$ cat config.mk
export PLATFORM = sky130hd
export DESIGN_NAME = version_negotiation_header_parser_flat
export DESIGN_NICKNAME = d
export VERILOG_FILES = /design/src/sv/vnhp_pkg.sv /design/src/sv/vnhp_ifs.sv /design/src/sv/vnhp_in_stage.sv /design/src/sv/vnhp_classifier.sv /design/src/sv/vnhp_out_stage.sv /design/src/sv/version_negotiation_header_parser.sv /design/src/flat_wrapper.sv
export SDC_FILE = /design/constraint.sdc
export NUM_CORES = 1
export LEC_CHECK = 0
export BUFFER_PORTS_ARGS = -buffer_cell sky130_fd_sc_hd__buf_2
export CORE_AREA = 2 2 112 114
export CTS_BUF_LIST = sky130_fd_sc_hd__clkbuf_8
export DETAILED_ROUTE_END_ITERATION = 8
export DIE_AREA = 0 0 114 116
export GPL_TIMING_DRIVEN = 0
export PLACE_DENSITY = 0.8
export SYNTH_ARGS = -nofsm -noshare
export SYNTH_HDL_FRONTEND = slang
export SYNTH_SLANG_ARGS = --single-unit
export TNS_END_PERCENT = 5
$ cat constraint.sdc
create_clock -name clk -period 8.4 [get_ports clk]
set_input_delay 0 -clock clk [delete_from_list [all_inputs] [get_ports clk]]
set_output_delay 0 -clock clk [all_outputs]
set_load 0.01 [all_outputs]
$ cat src/sv/vnhp_pkg.sv
package vnhp_pkg;

  // byte kinds, which are also the parser phases
  localparam logic [2:0] KIND_FIRST   = 3'd0;
  localparam logic [2:0] KIND_VERSION = 3'd1;
  localparam logic [2:0] KIND_LENGTH  = 3'd2;
  localparam logic [2:0] KIND_DEST    = 3'd3;
  localparam logic [2:0] KIND_SOURCE  = 3'd4;
  localparam logic [2:0] KIND_PAYLOAD = 3'd5;

  // result status codes
  localparam logic [1:0] STAT_BUSY  = 2'd0;
  localparam logic [1:0] STAT_DONE  = 2'd1;
  localparam logic [1:0] STAT_TRUNC = 2'd2;

  localparam logic [7:0] DEST_NIB_MASK = 8'hF0;
  localparam logic [7:0] SRC_NIB_MASK  = 8'h0F;
  localparam logic [4:0] ID_LEN_BIAS   = 5'd3;
  localparam logic [1:0] VER_LAST_OFF  = 2'd3;
  localparam logic [5:0] FIXED_HDR_LEN = 6'd6;

  typedef struct packed {
    logic [7:0] data_byte;
    logic       last_byte;
  } in_item_t;

  typedef struct packed {
    logic [2:0]  byte_kind;
    logic [7:0]  byte_out;
    logic [4:0]  field_offset;
    logic [31:0] version_value;
    logic [4:0]  dest_id_length;
    logic [4:0]  source_id_length;
    logic [5:0]  header_length;
    logic [1:0]  status;
  } out_item_t;

  // pipeline control between the stages
  typedef struct packed {
    logic valid;
    logic adv;
  } pipe_ctl_t;

  // zero nibble means absent id, else nibble + 3
  function automatic logic [4:0] id_len(input logic [3:0] nib);
    id_len = (nib == 4'd0) ? 5'd0 : ({1'b0, nib} + ID_LEN_BIAS);
  endfunction

endpackage

$ cat src/sv/vnhp_ifs.sv
interface vnhp_in_if;
  logic       valid;
  logic       ready;
  logic [7:0] data_byte;
  logic       last_byte;

  modport source (output valid, output data_byte, output last_byte, input ready);
  modport sink (input valid, input data_byte, input last_byte, output ready);
endinterface

interface vnhp_out_if;
  logic        valid;
  logic        ready;
  logic [2:0]  byte_kind;
  logic [7:0]  byte_out;
  logic [4:0]  field_offset;
  logic [31:0] version_value;
  logic [4:0]  dest_id_length;
  logic [4:0]  source_id_length;
  logic [5:0]  header_length;
  logic [1:0]  status;

  modport source (
    output valid, output byte_kind, output byte_out, output field_offset,
    output version_value, output dest_id_length, output source_id_length,
    output header_length, output status, input ready
  );
  modport sink (
    input valid, input byte_kind, input byte_out, input field_offset,
    input version_value, input dest_id_length, input source_id_length,
    input header_length, input status, output ready
  );
endinterface

$ cat src/sv/vnhp_in_stage.sv
module vnhp_in_stage
  import vnhp_pkg::*;
(
  input  logic     clk,
  input  logic     rst_n,
  input  logic     req_valid,
  input  in_item_t req_item,
  output logic     req_ready,
  input  logic     adv,
  output logic     stage_valid,
  output in_item_t stage_item
);

  logic     valid_r;
  in_item_t item_r;

  assign req_ready   = !valid_r || adv;
  assign stage_valid = valid_r;
  assign stage_item  = item_r;

  always_ff @(posedge clk) begin
    if (!rst_n) begin
      valid_r <= 1'b0;
    end else if (req_ready) begin
      valid_r <= req_valid;
    end
  end

  always_ff @(posedge clk) begin
    if (req_ready && req_valid) begin
      item_r <= req_item;
    end
  end

endmodule

$ cat src/sv/vnhp_classifier.sv
module vnhp_classifier
  import vnhp_pkg::*;
(
  input  logic      clk,
  input  logic      rst_n,
  input  pipe_ctl_t ctl,
  input  in_item_t  item,
  output out_item_t result
);

  logic [2:0]  phase_r, phase_nxt, phase_upd;
  logic [4:0]  offset_r, offset_nxt, offset_upd;
  logic [31:0] version_r, version_nxt, version_upd;
  logic [4:0]  dlen_r, dlen_nxt, dlen_upd;
  logic [4:0]  slen_r, slen_nxt, slen_upd;
  logic [2:0]  kind;
  logic [4:0]  off;
  logic [1:0]  stat;
  logic        partial;
  logic        last;

  assign last = item.last_byte;

  always_comb begin
    phase_upd   = phase_r;
    offset_upd  = offset_r;
    version_upd = version_r;
    dlen_upd    = dlen_r;
    slen_upd    = slen_r;
    kind        = phase_r;
    off         = offset_r;
    stat        = STAT_BUSY;
    partial     = 1'b0;
    unique case (phase_r)
      KIND_FIRST: begin
        phase_upd  = KIND_VERSION;
        offset_upd = 5'd0;
        partial    = 1'b1;
      end
      KIND_VERSION: begin
        version_upd = {version_r[23:0], item.data_byte};
        if (offset_r >= {3'd0, VER_LAST_OFF}) begin
          phase_upd  = KIND_LENGTH;
          offset_upd = 5'd0;
        end else begin
          offset_upd = offset_r + 5'd1;
        end
        partial = 1'b1;
      end
      KIND_LENGTH: begin
        off        = 5'd0;
        dlen_upd   = id_len(4'((item.data_byte & DEST_NIB_MASK) >> 4));
        slen_upd   = id_len(4'(item.data_byte & SRC_NIB_MASK));
        offset_upd = 5'd0;
        if (last) begin
          partial = 1'b1;
        end else if (dlen_upd != 5'd0) begin
          phase_upd = KIND_DEST;
        end else if (slen_upd != 5'd0) begin
          phase_upd = KIND_SOURCE;
        end else begin
          phase_upd = KIND_PAYLOAD;
          stat      = STAT_DONE;
        end
      end
      KIND_DEST: begin
        if (({1'b0, offset_r} + 6'd1) >= {1'b0, dlen_r}) begin
          offset_upd = 5'd0;
          if (slen_r != 5'd0) begin
            phase_upd = KIND_SOURCE;
            partial   = 1'b1;
          end else begin
            phase_upd = KIND_PAYLOAD;
            stat      = STAT_DONE;
          end
        end else begin
          offset_upd = offset_r + 5'd1;
          partial    = 1'b1;
        end
      end
      KIND_SOURCE: begin
        if (({1'b0, offset_r} + 6'd1) >= {1'b0, slen_r}) begin
          offset_upd = 5'd0;
          phase_upd  = KIND_PAYLOAD;
          stat       = STAT_DONE;
        end else begin
          offset_upd = offset_r + 5'd1;
          partial    = 1'b1;
        end
      end
      default: begin
        // payload, and the unreachable codes fold into it
        kind       = KIND_PAYLOAD;
        off        = 5'd0;
        phase_upd  = KIND_PAYLOAD;
        offset_upd = 5'd0;
      end
    endcase
    if (last && partial) begin
      stat = STAT_TRUNC;
    end

    // packet boundary puts everything back to reset values
    if (last) begin
      phase_nxt   = KIND_FIRST;
      offset_nxt  = 5'd0;
      version_nxt = 32'd0;
      dlen_nxt    = 5'd0;
      slen_nxt    = 5'd0;
    end else begin
      phase_nxt   = phase_upd;
      offset_nxt  = offset_upd;
      version_nxt = version_upd;
      dlen_nxt    = dlen_upd;
      slen_nxt    = slen_upd;
    end

    result.byte_kind        = kind;
    result.byte_out         = item.data_byte;
    result.field_offset     = off;
    result.version_value    = version_upd;
    result.dest_id_length   = dlen_upd;
    result.source_id_length = slen_upd;
    result.header_length    = (stat == STAT_DONE)
                              ? (FIXED_HDR_LEN + {1'b0, dlen_upd} + {1'b0, slen_upd})
                              : 6'd0;
    result.status           = stat;
  end

  always_ff @(posedge clk) begin
    if (!rst_n) begin
      phase_r   <= KIND_FIRST;
      offset_r  <= 5'd0;
      version_r <= 32'd0;
      dlen_r    <= 5'd0;
      slen_r    <= 5'd0;
    end else if (ctl.valid && ctl.adv) begin
      phase_r   <= phase_nxt;
      offset_r  <= offset_nxt;
      version_r <= version_nxt;
      dlen_r    <= dlen_nxt;
      slen_r    <= slen_nxt;
    end
  end

endmodule

$ cat src/sv/vnhp_out_stage.sv
module vnhp_out_stage
  import vnhp_pkg::*;
(
  input  logic      clk,
  input  logic      rst_n,
  input  logic      stage_valid,
  input  out_item_t result,
  input  logic      res_ready,
  output logic      res_valid,
  output out_item_t res_item,
  output pipe_ctl_t ctl
);

  logic      valid_r;
  out_item_t item_r;

  assign ctl.valid = stage_valid;
  assign ctl.adv   = stage_valid && (!valid_r || res_ready);
  assign res_valid = valid_r;
  assign res_item  = item_r;

  always_ff @(posedge clk) begin
    if (!rst_n) begin
      valid_r <= 1'b0;
    end else if (ctl.adv) begin
      valid_r <= 1'b1;
    end else if (res_ready) begin
      valid_r <= 1'b0;
    end
  end

  always_ff @(posedge clk) begin
    if (ctl.adv) begin
      item_r <= result;
    end
  end

endmodule

$ cat src/sv/version_negotiation_header_parser.sv
// Version negotiation header parser. Takes one packet byte per request on
// in_chan, with last_byte set on the final byte, and returns one result per
// byte on out_chan: the byte's kind (first, version, length byte, destination
// id, source id, payload), its offset in the field, the version assembled so
// far, the decoded id lengths (nibble 0 is absent, otherwise nibble + 3), the
// header length on the byte that completes the header, and a status of in
// progress, header complete or truncated. Sustained rate is one byte per
// clock while out_chan.ready stays high. Each byte passes through the input
// register and then the result register, with the combinational classifier
// between them, whose phase and offset registers update as each byte moves
// into the result register. After any last byte the parser is back in its
// reset state for the next packet.
module version_negotiation_header_parser
  import vnhp_pkg::*;
(
  input  logic        clk,
  input  logic        rst_n,
  vnhp_in_if.sink     in_chan,
  vnhp_out_if.source  out_chan
);

  in_item_t  in_item;
  in_item_t  stage_item;
  logic      stage_valid;
  out_item_t result;
  out_item_t res_item;
  pipe_ctl_t ctl;

  assign in_item.data_byte = in_chan.data_byte;
  assign in_item.last_byte = in_chan.last_byte;

  // input register, takes a request when empty or when the byte it holds moves on
  vnhp_in_stage u_in_stage (
    .clk         (clk),
    .rst_n       (rst_n),
    .req_valid   (in_chan.valid),
    .req_item    (in_item),
    .req_ready   (in_chan.ready),
    .adv         (ctl.adv),
    .stage_valid (stage_valid),
    .stage_item  (stage_item)
  );

  // classify the held byte and advance the header state
  vnhp_classifier u_classifier (
    .clk    (clk),
    .rst_n  (rst_n),
    .ctl    (ctl),
    .item   (stage_item),
    .result (result)
  );

  // result register, frees itself when the sink takes the result
  vnhp_out_stage u_out_stage (
    .clk         (clk),
    .rst_n       (rst_n),
    .stage_valid (stage_valid),
    .result      (result),
    .res_ready   (out_chan.ready),
    .res_valid   (out_chan.valid),
    .res_item    (res_item),
    .ctl         (ctl)
  );

  assign out_chan.byte_kind        = res_item.byte_kind;
  assign out_chan.byte_out         = res_item.byte_out;
  assign out_chan.field_offset     = res_item.field_offset;
  assign out_chan.version_value    = res_item.version_value;
  assign out_chan.dest_id_length   = res_item.dest_id_length;
  assign out_chan.source_id_length = res_item.source_id_length;
  assign out_chan.header_length    = res_item.header_length;
  assign out_chan.status           = res_item.status;

endmodule
$ cat src/flat_wrapper.sv
// flat-port wrapper written by rule: the top's interface ports become plain ports
module version_negotiation_header_parser_flat import vnhp_pkg::*;
  (clk, rst_n, in_chan_valid, in_chan_data_byte, in_chan_last_byte, in_chan_ready, out_chan_valid, out_chan_byte_kind, out_chan_byte_out, out_chan_field_offset, out_chan_version_value, out_chan_dest_id_length, out_chan_source_id_length, out_chan_header_length, out_chan_status, out_chan_ready);
  vnhp_in_if in_chan_i ();
  vnhp_out_if out_chan_i ();
  input  logic clk;
  input  logic rst_n;
  input wire logic [$bits(in_chan_i.valid)-1:0] in_chan_valid;
  input wire logic [$bits(in_chan_i.data_byte)-1:0] in_chan_data_byte;
  input wire logic [$bits(in_chan_i.last_byte)-1:0] in_chan_last_byte;
  output wire logic [$bits(in_chan_i.ready)-1:0] in_chan_ready;
  output wire logic [$bits(out_chan_i.valid)-1:0] out_chan_valid;
  output wire logic [$bits(out_chan_i.byte_kind)-1:0] out_chan_byte_kind;
  output wire logic [$bits(out_chan_i.byte_out)-1:0] out_chan_byte_out;
  output wire logic [$bits(out_chan_i.field_offset)-1:0] out_chan_field_offset;
  output wire logic [$bits(out_chan_i.version_value)-1:0] out_chan_version_value;
  output wire logic [$bits(out_chan_i.dest_id_length)-1:0] out_chan_dest_id_length;
  output wire logic [$bits(out_chan_i.source_id_length)-1:0] out_chan_source_id_length;
  output wire logic [$bits(out_chan_i.header_length)-1:0] out_chan_header_length;
  output wire logic [$bits(out_chan_i.status)-1:0] out_chan_status;
  input wire logic [$bits(out_chan_i.ready)-1:0] out_chan_ready;
  assign in_chan_i.valid = in_chan_valid;
  assign in_chan_i.data_byte = in_chan_data_byte;
  assign in_chan_i.last_byte = in_chan_last_byte;
  assign in_chan_ready = in_chan_i.ready;
  assign out_chan_valid = out_chan_i.valid;
  assign out_chan_byte_kind = out_chan_i.byte_kind;
  assign out_chan_byte_out = out_chan_i.byte_out;
  assign out_chan_field_offset = out_chan_i.field_offset;
  assign out_chan_version_value = out_chan_i.version_value;
  assign out_chan_dest_id_length = out_chan_i.dest_id_length;
  assign out_chan_source_id_length = out_chan_i.source_id_length;
  assign out_chan_header_length = out_chan_i.header_length;
  assign out_chan_status = out_chan_i.status;
  assign out_chan_i.ready = out_chan_ready;
  version_negotiation_header_parser u_core (.clk(clk), .rst_n(rst_n), .in_chan(in_chan_i), .out_chan(out_chan_i));
endmodule
== Yosys cells after proc, flatten, opt, wreduce, memory -nomap -nowiden ==
Cells that the tools add are included.

* Register bits after elaboration: 127
* Input bits: 13
* Output and inout bits: 68
* Word-level logic and storage cells: 89

* $add $sub $neg: 6
* $lt $le $gt $ge: 3
* Eq/ne operators: 8
* Mux-type cells: 36
* Reductions and logical operators: 19

{| class="wikitable"
|+ Operators by type and width
! kind !! number
|-
| $mux 32 || 2
|-
| $mux 5 || 10
|-
| $mux 3 || 5
|-
| $pmux 3 s5 || 1
|-
| $pmux 5 s3 || 1
|-
| $reduce_bool 5->1 || 3
|-
| $mux 1 || 14
|-
| $ge 6x5->1 || 2
|-
| $add 4x2->5 const B || 2
|-
| $ne 3x2->1 const B || 3
|-
| $logic_not 4->1 || 2
|-
| $add 3x5->6 const A || 1
|-
| $add 5x1->6 const B || 1
|-
| $add 6x5->6 || 1
|-
| $eq 3x2->1 const B || 2
|-
| $add 5x1->5 const B || 1
|-
| $ge 5x2->1 const B || 1
|-
| $reduce_or 5->1 || 1
|-
| $logic_and 1x1->1 || 4
|-
| $pmux 1 s4 || 1
|-
| $reduce_and 4->1 || 1
|-
| $reduce_or 4->1 || 1
|-
| $eq 3x1->1 const B || 1
|-
| $eq 3x3->1 const B || 1
|-
| 8 further kinds || 10
|}

== Depth between registers and ports, before layout ==
Gate-level depths: netlist of run 1.

* Depth in word-level cells: 9
* Mapped depth: 17

== Hierarchy ==
From an unflattened synthesis of run 1, not the netlist that was laid out.

* Cell total of the unflattened synthesis: 448
* Area, all modules: 5494.0 um^2

{| class="wikitable"
|+ By module, submodules not included
! module !! times used !! cells an instance !! area an instance (um^2) !! sequential area each (um^2)
|-
| vnhp_classifier || 1 || 363 || 3129.3 || 1001.0
|-
| vnhp_out_stage || 1 || 71 || 2037.0 || 2001.9
|-
| vnhp_in_stage || 1 || 14 || 327.8 || 290.3
|}

== Worst setup path before layout of run 1 ==
Ideal clock, no wire load.

* Kind: reg-to-reg
* From: register u_core.u_out_stage.valid_r, in the netlist u_core.u_out_stage.res_valid
* To: register u_core.u_classifier.phase_r[2]
* Arrival time: 2693 ps
* Required time: 8327 ps
* Path slack: 5634 ps
* Stages on the path, launching flop included: 8
* Clock period less this slack: 2766 ps
* Cells stage by stage: dfxtp_1 nor2b_1 nand2b_1 buf_2 buf_2 inv_1 o2111ai_1 a21oi_1

* Longest elaborated chain between the ends: 5

{| class="wikitable"
|+ Ends and longest elaborated chain
! item !! RTL line !! source
|-
| start: declaration || vnhp_out_stage.sv:14 || <nowiki>logic valid_r;</nowiki>
|-
| start signal: assignment || vnhp_out_stage.sv:24 || <nowiki>valid_r <= 1'b0;</nowiki>
|-
| start signal: assignment || vnhp_out_stage.sv:26 || <nowiki>valid_r <= 1'b1;</nowiki>
|-
| start signal: assignment || vnhp_out_stage.sv:28 || <nowiki>valid_r <= 1'b0;</nowiki>
|-
| $logic_not 1->1 || vnhp_out_stage.sv:18 || <nowiki>assign ctl.adv = stage_valid && (!valid_r || res_ready);</nowiki>
|-
| $logic_or 1x1->1 || vnhp_out_stage.sv:18 ||
|-
| $logic_and 1x1->1 || vnhp_out_stage.sv:18 ||
|-
| via u_core.u_in_stage.adv || vnhp_in_stage.sv:9 || <nowiki>input logic adv,</nowiki>
|-
| $logic_and 1x1->1 || vnhp_classifier.sv:137 || <nowiki>end else if (ctl.valid && ctl.adv) begin</nowiki>
|-
| $reduce_and 4->1 (no source line) || -- ||
|-
| end signal: assignment || vnhp_classifier.sv:138 || <nowiki>phase_r <= phase_nxt;</nowiki>
|-
| end: declaration || vnhp_classifier.sv:11 || <nowiki>logic [2:0] phase_r, phase_nxt, phase_upd;</nowiki>
|}

The timed path passes the listed nets, and every way through them passes these cells.
A chain may end at the register's enable or synchronous reset.

==> impl_metrics.env, run 1 <==
export IMPL_status="finished, final reports clean"
export IMPL_fmax_ghz=0.3306
export IMPL_synthSimpleGateAreaFrac_pct=12.11
export IMPL_layout_commonest_cell="buf_2"
export IMPL_grt_start_max_net_pins=38
export IMPL_cts_htree_levels=4
export IMPL_post_cts_buffers=0
export IMPL_finalMaxSlewViolations=0
export IMPL_synthAdderAreaFrac_pct=4.606
export IMPL_nFillCells=949
export IMPL_fin_crit_ns=3.025
export IMPL_seq_area_frac_synth_pct=56.12
export IMPL_diodes=0
export IMPL_ys_types=59
export IMPL_final_cell_mix="91 x buf_2, 75 x edfxtp_1, 52 x dfxtp_1"
export IMPL_rr_startpoint="u_core.u_classifier.phase_r[1]"
export IMPL_wl_per_cell_um=17.53
export IMPL_grt_overflow=0
export IMPL_cts_tree="done"
export IMPL_io_pins=81
export IMPL_io_buffers=79
export IMPL_layout_drive_gt1_share_pct=36.57
export IMPL_arrival_ns=3.21
export IMPL_path_depth=16
export IMPL_ctsResizeCount=0
export IMPL_drt_first_pass_iters=5
export IMPL_drtIter0Drc=225
export IMPL_worstSetupPathType="reg -> reg"
export IMPL_synth_edff_count=75
export IMPL_p_total_uw=1331
export IMPL_gp_congestion=0.8263
export IMPL_synth_warnings=0
export IMPL_num_vias=3832
export IMPL_crit_end="u_core.u_out_stage.res_item[7]"
export IMPL_holdCritPathClass="in -> reg"
export IMPL_crit_path_start_kind="flop"
export IMPL_worst_pin_slew_ns=0.8796
export IMPL_insertion_delay_ns=0.45
export IMPL_synthTopCellsByArea="edfxtp_1 38%, dfxtp_1 18%, mux2_4 7.2%, a22oi_2 6.0%, nor2b_1 5.0%"
export IMPL_start_util_pct=49.26
export IMPL_synth_top_family_by_area="compound AO/OA/AOI/OAI gates"
export IMPL_grt_setup_unrepaired="no"
export IMPL_r2r_end="u_core.u_out_stage.res_item[7]"
export IMPL_ys_seq_elements=127
export IMPL_post_route_period_util_pct=36.01
export IMPL_area_growth_pct=19.70
export IMPL_crit_fanout=10
export IMPL_root_buffer="clkbuf_8"
export IMPL_grt_pass1_wl_um=19690
export IMPL_max_slew_margin_pct=41.27
export IMPL_slowest_stage="fa_1"
export IMPL_fp_dieArea_sq_um=13220
export IMPL_fp_row_count=40
export IMPL_required_ns=8.59
export IMPL_syn_avg_cell_area_sq_um=13.31
export IMPL_clk_pin_slew_ns=0.07
export IMPL_grt_pass1_vias=3797
export IMPL_crit_family="adder cells"
export IMPL_cts_hold_buf=13
export IMPL_synthFlopType="edfxtp_1"
export IMPL_cp_common_cell="inv_1"
export IMPL_clkSinkCount=127
export IMPL_crit_start="u_core.u_classifier.phase_r[1]"
export IMPL_grt_total_usage_pct=19.80
export IMPL_cts_buffers_inserted=17
export IMPL_drt_antenna_violating_nets=0
export IMPL_maxCapViolCount=0
export IMPL_ys_async_sr_fraction_pct=0
export IMPL_dp_hpwl_um=8723
export IMPL_chipHeight_um=116
export IMPL_peakVddDrop_mv=0.1268
export IMPL_via_per_inst=5.374
export IMPL_rrSetupSlack_ns=5.37
export IMPL_rr_worst_depth=16
export IMPL_worstPathCellList="buf_4, nor2b_2, nand2b_2, buf_2, o21ai_1, inv_1, ha_1, inv_1, ha_1, inv_1, fa_1, inv_1, a21o_1, a21oi_1, xor2_1, nor2_1"
export IMPL_fin_nets=587
export IMPL_critPathCaptureType="flop"
export IMPL_setup_viol=0
export IMPL_die_w_um=114
export IMPL_synthMuxAreaShare_pct=8.102
export IMPL_crit_buf_inv=6
export IMPL_syn_nets=475
export IMPL_antenna_found_initial=0
export IMPL_synth_xor_area_share_pct=1.343
export IMPL_wirelength_um=12500
export IMPL_remaining_drc_errors=0
export IMPL_hold_violations=0
export IMPL_synth_top_area_share_pct=38.38
export IMPL_fin_tns_setup_ns=0
export IMPL_synth_top_cell_by_area="edfxtp_1"
export IMPL_syn_area_sq_um=5868
export IMPL_powerDensity_nw_per_um2=189.5
export IMPL_core_area_sq_um=11910
export IMPL_finClkSkew_ns=0.01607
export IMPL_syn_inst=441
export IMPL_leakage_uw=0.002725
export IMPL_synth_compound_area_share_pct=13.41
export IMPL_cp_slowest_stage_delay_ns=0.41
export IMPL_clk_path_buf_depth=2
==> worst min path at each step <==
stage	start	end	slack (ns)	cells after the start
after floorplan	in_chan_last_byte	u_core.u_in_stage.stage_item[0]	0.1	0
after global placement	in_chan_data_byte[0]	u_core.u_in_stage.stage_item[1]	0.18	1
after detailed placement	in_chan_data_byte[7]	u_core.u_in_stage.stage_item[8]	0.18	1
after CTS	in_chan_data_byte[4]	u_core.u_in_stage.stage_item[5]	0.23	2
after global routing	in_chan_data_byte[3]	u_core.u_in_stage.stage_item[4]	0.25	2
final	in_chan_data_byte[4]	u_core.u_in_stage.stage_item[5]	0.26	2
==> flip-flops by register name, summed over array words and instances, names as in the netlist <==
| register | flops |
|---|---|
| u_core.u_classifier.dlen_r | 5 |
| u_core.u_classifier.offset_r | 5 |
| u_core.u_classifier.phase_r | 3 |
| u_core.u_classifier.slen_r | 5 |
| u_core.u_classifier.version_r | 32 |
| u_core.u_in_stage.stage_item | 9 |
| u_core.u_in_stage.stage_valid | 1 |
| u_core.u_out_stage.res_item | 66 |
| u_core.u_out_stage.res_valid | 1 |
==> where the power goes <==
group | switching [uW] | internal [uW] | total [uW]
Combinational | 49.7 | 33.7 | 83.3
Sequential | 9.28 | 674 | 684
Clock | 243 | 321 | 564
==> worst register-to-register path, delay by kind of cell, from the launching register on <==
family	cells	cell delay, ns
AO/OA/AOI/OAI	3	0.45
XOR/XNOR	1	0.13
adder cells (fa/ha/maj)	3	0.87
buffers and inverters	6	0.66
flip-flops	1	0.31
AND/OR/NAND/NOR	3	0.36
==> synth_stat cells (all sizes together), types with 2 or more instances <==
library cell	instances
edfxtp	75
nor3	4
nor4	4
a22oi	42
nand3	9
o21ai	9
a21oi	14
nand2b	5
nor2b	50
a31oi	2
a22o	2
a21o	6
and3	2
xor2	5
o31ai	3
ha	20
buf	18
nor2	18
nor3b	2
and2	6
nand4	3
nand2	10
a41o	2
dfxtp	52
xnor2	4
o21a	2
inv	23
mux2	32
clkbuf	7
o2111ai	2
==> logic make-up after synthesis <==
| family | count (synthesis) |
|---|---|
| xor+xnor | 9 |
| simple gates | 114 |
| mux | 33 |
| flops | 127 |
| buf+inv | 48 |
| fa+ha+maj | 21 |
| compound gates | 89 |
==> layout make-up <==
class	count	area, sq um	area share (%)
Sequential cell	127	3293	46.88
Multi-Input combinational cell	266	2322	33.06
Timing Repair Buffer	93	545.5	7.766
Clock buffer	17	234.0	3.331
Clock inverter	15	192.7	2.743
Tap cell	147	183.9	2.618
Buffer	25	166.4	2.369
Inverter	23	86.33	1.229
==> through the flow <==
| step | util [%] | std cells | area (sq um) | setup WS [ns] | hold slack [ns] |
|---|---|---|---|---|---|
| floorplan | - | 441 | 5868 | 5.634 | 0.09887 |
| global placement | 54.13 | 667 | 6447 | 5.059 | 0.1760 |
| detailed placement | 54.30 | 668 | 6467 | 5.383 | 0.1781 |
| CTS | 58.97 | 713 | 7024 | 5.352 | 0.2296 |
| global route | 58.97 | 713 | 7024 | 5.169 | 0.2521 |
| finish | 58.97 | 713 | 7024 | 5.375 | 0.2606 |
==> metal layers <==
metal  share of wire, %  routed length (um)  track usage (%)  vias to the layer above
met5                  0                   0                0                        -
met4                1.6                 195            8.211                        0
met3                4.5                 568            4.812                       14
met2                 49                6095            31.83                      114
met1                 45                5643            25.86                     1862
li1                   -                   -                -                     1842
Note: power is estimated with default switching activity, not from simulation.
==> run 2: changes to the inputs <==
Clock period 8.4 ns to 3 ns, I/O delays scaled along.
==> run 2 against run 1 <==
Effect of this change:
- largest cell class unchanged
- flip-flop and latch count unchanged
- clock skew down 0.00070 ns
- combinational power rose to 2.8 times the previous value
- routed wire length up 1.5%
- count of clock-buffer cells in the layout unchanged
- hold slack worse by 0.0039 ns
- power rose to 2.8 times the previous value
==> impl_metrics.env, run 2 (synthesized netlist as in run 1, its figures left out) <==
export IMPL_status="finished, final reports clean"
export IMPL_cp_common_cell="ha_1"
export IMPL_final_cell_mix="89 x buf_2, 75 x edfxtp_1, 51 x dfxtp_1"
export IMPL_worstPathCellList="ha_1, nand3_1, xnor2_2, ha_1, a211o_1, o21ai_0, o31ai_1, a31oi_2, nor2_1"
export IMPL_fin_hold_ws_ns=0.2567
export IMPL_layout_commonest_cell="buf_2"
export IMPL_drtIter0Drc=195
export IMPL_wl_per_cell_um=17.80
export IMPL_chipHeight_um=116
export IMPL_io_pins=81
export IMPL_layout_drive_gt1_share_pct=37.81
export IMPL_dp_hpwl_um=8723
export IMPL_final_area_sq_um=7108
export IMPL_cp_slowest_stage_delay_ns=0.52
export IMPL_placed_area_sq_um=6467
export IMPL_critPathCaptureType="flop"
export IMPL_largest_reg_flops=66
export IMPL_io_buffers=79
export IMPL_num_vias=3868
export IMPL_required_ns=3.20
export IMPL_grt_overflow=0
export IMPL_multiInputGateArea_sq_um=2392
export IMPL_core_area_sq_um=11910
export IMPL_grt_pass1_vias=3797
export IMPL_remaining_drc_errors=0
export IMPL_fp_row_count=40
export IMPL_cts_htree_levels=4
export IMPL_holdCritPathClass="in -> reg"
export IMPL_nFillCells=938
export IMPL_p_total_uw=3738
export IMPL_start_util_pct=49.26
export IMPL_finClkSkew_ns=0.01537
export IMPL_clkSinkCount=127
export IMPL_worstSetupPathType="reg -> reg"
export IMPL_post_route_period_util_pct=97.12
export IMPL_dp_cells=668
export IMPL_rr_startpoint="u_core.u_classifier.offset_r[0]"
export IMPL_crit_end="u_core.u_out_stage.res_item[5]"
export IMPL_drt_antenna_violating_nets=0
export IMPL_finalMaxSlewViolations=0
export IMPL_fin_nets=587
export IMPL_worst_pin_slew_ns=0.9005
export IMPL_powerDensity_nw_per_um2=525.8
export IMPL_slowest_stage="dfxtp_1"
export IMPL_setup_viol=0
export IMPL_regArea_sq_um=3294
export IMPL_arrival_ns=3.11
export IMPL_fp_dieArea_sq_um=13220
export IMPL_insertion_delay_ns=0.46
export IMPL_area_growth_pct=21.13
export IMPL_root_buffer="clkbuf_8"
export IMPL_clk_pin_slew_ns=0.07
export IMPL_via_per_inst=5.425
export IMPL_grt_total_usage_pct=19.80
export IMPL_crit_family="compound AO/OA/AOI/OAI gates"
export IMPL_hold_violations=0
export IMPL_r2r_end="u_core.u_out_stage.res_item[5]"
export IMPL_crit_path_start_kind="flop"
export IMPL_drt_first_pass_iters=4
export IMPL_peakVddDrop_mv=0.3571
export IMPL_die_w_um=114
export IMPL_wirelength_um=12690
export IMPL_grt_start_max_net_pins=38
export IMPL_post_cts_buffers=0
export IMPL_path_depth=9
export IMPL_cts_buffers_inserted=17
export IMPL_antenna_found_initial=0
export IMPL_fin_crit_ns=2.913
export IMPL_grt_setup_unrepaired="yes"
export IMPL_max_slew_margin_pct=39.88
export IMPL_gp_congestion=0.8263
export IMPL_cts_tree="done"
export IMPL_instances_no_fill=713
export IMPL_maxCapViolCount=0
export IMPL_crit_fanout=8
export IMPL_leakage_uw=0.002759
export IMPL_diodes=0
export IMPL_rrSetupSlack_ns=0.09
export IMPL_clk_path_buf_depth=2
export IMPL_rr_worst_depth=9
export IMPL_grt_pass1_wl_um=19690
export IMPL_fmax_ghz=0.3432
export IMPL_crit_start="u_core.u_classifier.offset_r[0]"
export IMPL_crit_buf_inv=0
run 2: how the worst min path moves through the flow:
stage | start | end | slack (ns) | cells past startpoint
6_report | in_chan_data_byte[3] | u_core.u_in_stage.stage_item[4] | 0.26 | 2
5_1_grt | in_chan_data_byte[3] | u_core.u_in_stage.stage_item[4] | 0.25 | 2
4_1_cts | in_chan_data_byte[4] | u_core.u_in_stage.stage_item[5] | 0.23 | 2
3_5_place_dp | in_chan_data_byte[7] | u_core.u_in_stage.stage_item[8] | 0.18 | 1
3_3_place_gp | in_chan_data_byte[0] | u_core.u_in_stage.stage_item[1] | 0.18 | 1
2_1_floorplan | in_chan_last_byte | u_core.u_in_stage.stage_item[0] | 0.1 | 0
run 2: routing by layer:
metal	part of all wire [%]	vias to the layer above	GRT usage, %	wire length [um]
met5	0	-	0	0
met4	1.6	0	8.211	208
met3	5.4	16	4.812	679
met2	49	132	31.83	6249
met1	44	1878	25.86	5553
li1	-	1842	-	-
run 2: through the flow:
step	setup WS [ns]	setup TNS [ns]	utilization, %
floorplan	0.2341	0	-
global placement	-0.3410	-12.58	54.13
detailed placement	-0.01675	-0.01675	54.30
CTS	0.01629	0	59.03
global route	-0.07352	-0.4272	59.67
finish	0.08654	0	59.67
run 2: where the power goes:
part	switching, uW	leakage, uW	total [uW]	internal, uW
combinational	141	0.00139	237	95.3
clock	686	0.000215	1590	900
sequential	27.6	0.00115	1920	1890
total	854	0.00276	3740	2880
run 2: what timing repair did:
action / CTS / global route
endpoints found under the hold margin: 46 / 0
gates resized for setup: 2 / 17
endpoints found under the setup margin: 1 / 7
hold buffers: 13 / 0
run 2: final cells by class:
type / count / area share [%]
repair buffers: 93 / 7.675
plain buffers: 25 / 2.517
inverters: 23 / 1.215
clock buffers: 17 / 3.292
flip-flops and latches: 127 / 46.35
multi-input cells: 266 / 33.66
clock inverters: 15 / 2.711
well taps: 147 / 2.588
==> run 3: changes to the inputs <==
Settings changed: PLACE_DENSITY 0.8 to 0.75.
==> run 3 against run 2 <==
Effect of this change:
- non-clock buffer count is 1 higher
- first-iteration DRC count is 10% higher
- design area is 0.65% higher
- combinational power hardly changed
- largest power group unchanged
- flip-flop and latch count stayed put
- sequential share of layout area is 0.28 points lower
- clock power is 9% higher
- global-route usage is 0.24 points lower
- routed wire length is 0.69% lower
- sequential power hardly changed
- fmax is 1.8% higher
==> impl_metrics.env, run 3 (synthesized netlist as in run 1, its figures left out) <==
export IMPL_fp_row_count=40
export IMPL_fmax_ghz=0.3495
export IMPL_start_util_pct=49.26
export IMPL_area_growth_pct=21.92
export IMPL_antenna_found_initial=0
export IMPL_fin_hold_ws_ns=0.2608
export IMPL_arrival_ns=3.05
export IMPL_grt_overflow=0
export IMPL_status="finished, final reports clean"
export IMPL_cts_htree_levels=4
export IMPL_drtIter0Drc=215
export IMPL_seqPwrFrac_pct=49.3
export IMPL_wirelength_um=12600
export IMPL_fin_nets=588
export IMPL_grt_start_max_net_pins=38
export IMPL_powerDensity_nw_per_um2=542.9
export IMPL_remaining_drc_errors=0
export IMPL_clkSinkCount=127
export IMPL_fin_crit_ns=2.861
export IMPL_required_ns=3.19
export IMPL_peakVddDrop_mv=0.2374
export IMPL_critPathCaptureType="flop"
export IMPL_insertion_delay_ns=0.44
export IMPL_setup_viol=0
export IMPL_largest_reg_flops=66
export IMPL_drt_first_pass_iters=4
export IMPL_sw_frac_of_total_pct=22.21
export IMPL_leakage_uw=0.002770
export IMPL_power_share_clock_pct=44.7
export IMPL_clk_pin_slew_ns=0.08
export IMPL_finClkSkew_ns=0.01401
export IMPL_io_buffers=79
export IMPL_fp_dieArea_sq_um=13220
export IMPL_grt_setup_unrepaired="yes"
export IMPL_cts_buffers_inserted=17
export IMPL_grt_pass1_vias=3717
export IMPL_max_slew_margin_pct=40.59
export IMPL_p_sw_uw=862.8
export IMPL_finalMaxSlewViolations=0
export IMPL_num_vias=3891
export IMPL_fin_tns_setup_ns=0
export IMPL_crit_fanout=10
export IMPL_die_w_um=114
export IMPL_instances_no_fill=714
export IMPL_core_area_sq_um=11910
export IMPL_layout_drive_gt1_share_pct=37.74
export IMPL_wl_per_cell_um=17.65
export IMPL_maxCapViolCount=0
export IMPL_dp_cells=668
export IMPL_final_core_util_pct=60.06
export IMPL_chipHeight_um=116
export IMPL_holdCritPathClass="in -> reg"
export IMPL_finalWorstSetupSlack_ns=0.1391
export IMPL_cts_tree="done"
export IMPL_final_cell_mix="89 x buf_2, 75 x edfxtp_1, 50 x dfxtp_1"
export IMPL_post_place_ws_ns=-0.03804
export IMPL_gp_congestion=0.8531
export IMPL_grt_pass1_wl_um=19560
export IMPL_layout_commonest_cell="buf_2"
export IMPL_clk_path_buf_depth=2
export IMPL_hold_violations=0
export IMPL_grt_total_usage_pct=19.56
export IMPL_p_comb_share_pct=6.1
export IMPL_diodes=0
export IMPL_dp_hpwl_um=8673
export IMPL_p_int_uw=3021
export IMPL_worst_pin_slew_ns=0.8911
export IMPL_crit_path_start_kind="flop"
export IMPL_worstSetupPathType="reg -> reg"
export IMPL_post_route_period_util_pct=95.36
export IMPL_root_buffer="clkbuf_8"
export IMPL_drt_antenna_violating_nets=0
export IMPL_via_per_inst=5.450
export IMPL_io_pins=81
run 3: changes by cell type in the layout (fill, tap and decap cells not counted), moves of 2 or more:
cell and change:
clkinv_2 -3, clkbuf_8 +2, clkinv_4 +2, clkinvlp_4 -2, xnor2_1 +2, xnor2_2 -2
run 3: cell type report:
class,count,area [sq um]
Clock buffer,19,261.5
Tap cell,147,183.9
Timing Repair Buffer,94,553.0
Multi-Input combinational cell,266,2381
Inverter,23,86.33
Buffer,25,182.7
Clock inverter,13,210.2
Sequential cell,127,3296
Fill cell,907,4757
run 3: worst paths after layout:
path / cells after the start / slack, ns / to / start
setup / recovery: 16 / 0.14 / u_core.u_out_stage.res_item[7] / u_core.u_classifier.phase_r[1]
hold / removal: 2 / 0.26 / u_core.u_in_stage.stage_item[3] / in_chan_data_byte[2]
setup reg to reg: 16 / 0.14 / u_core.u_out_stage.res_item[7] / u_core.u_classifier.phase_r[1]
hold reg to reg: 1 / 0.55 / u_core.u_classifier.offset_r[0] / u_core.u_classifier.offset_r[0]
run 3: repair_timing:
item | in CTS | in global routing
hold buffers | 13 | 0
setup endpoints to repair | 7 | 7
pin swaps | 0 | 1
buffers inserted | 1 | 0
hold endpoints to repair | 39 | 0
gates resized for setup | 2 | 18
run 3: stage by stage:
stage          cell area (sq um)  power, uW
2_1_floorplan               5868       2091
3_3_place_gp                6447       2164
3_5_place_dp                6467       2171
4_1_cts                     7084       3909
5_1_grt                     7154       4007
6_report                    7154       3884
run 3: per-layer routing:
layer | GRT usage, % | vias up | routed length [um]
li1 | - | 1844 | -
met1 | 26.37 | 1913 | 5813
met2 | 30.36 | 113 | 5864
met3 | 4.864 | 21 | 685
met4 | 8.211 | 0 | 239
met5 | 0 | - | 0
run 3: critical path: stages (launching register included):
cell and delay (ns):
dfxtp_1 0.34, buf_6 0.16, nor2b_4 0.18, nand2b_4 0.09, buf_6 0.16, o21ai_4 0.18, inv_1 0.06, ha_1 0.28
inv_1 0.06, ha_1 0.18, inv_1 0.07, fa_2 0.36, inv_1 0.07, a21o_1 0.11, a21oi_1 0.07, xor2_1 0.16
nor2_1 0.06
run 3: power by group through the flow:
stage / clock, uW / sequential, uW / combinational [uW]
6_report: 1730 / 1910 / 236
5_1_grt: 1840 / 1920 / 252
4_1_cts: 1760 / 1910 / 235
3_5_place_dp: 0 / 1950 / 220
3_3_place_gp: 0 / 1950 / 210
2_1_floorplan: 0 / 1970 / 124
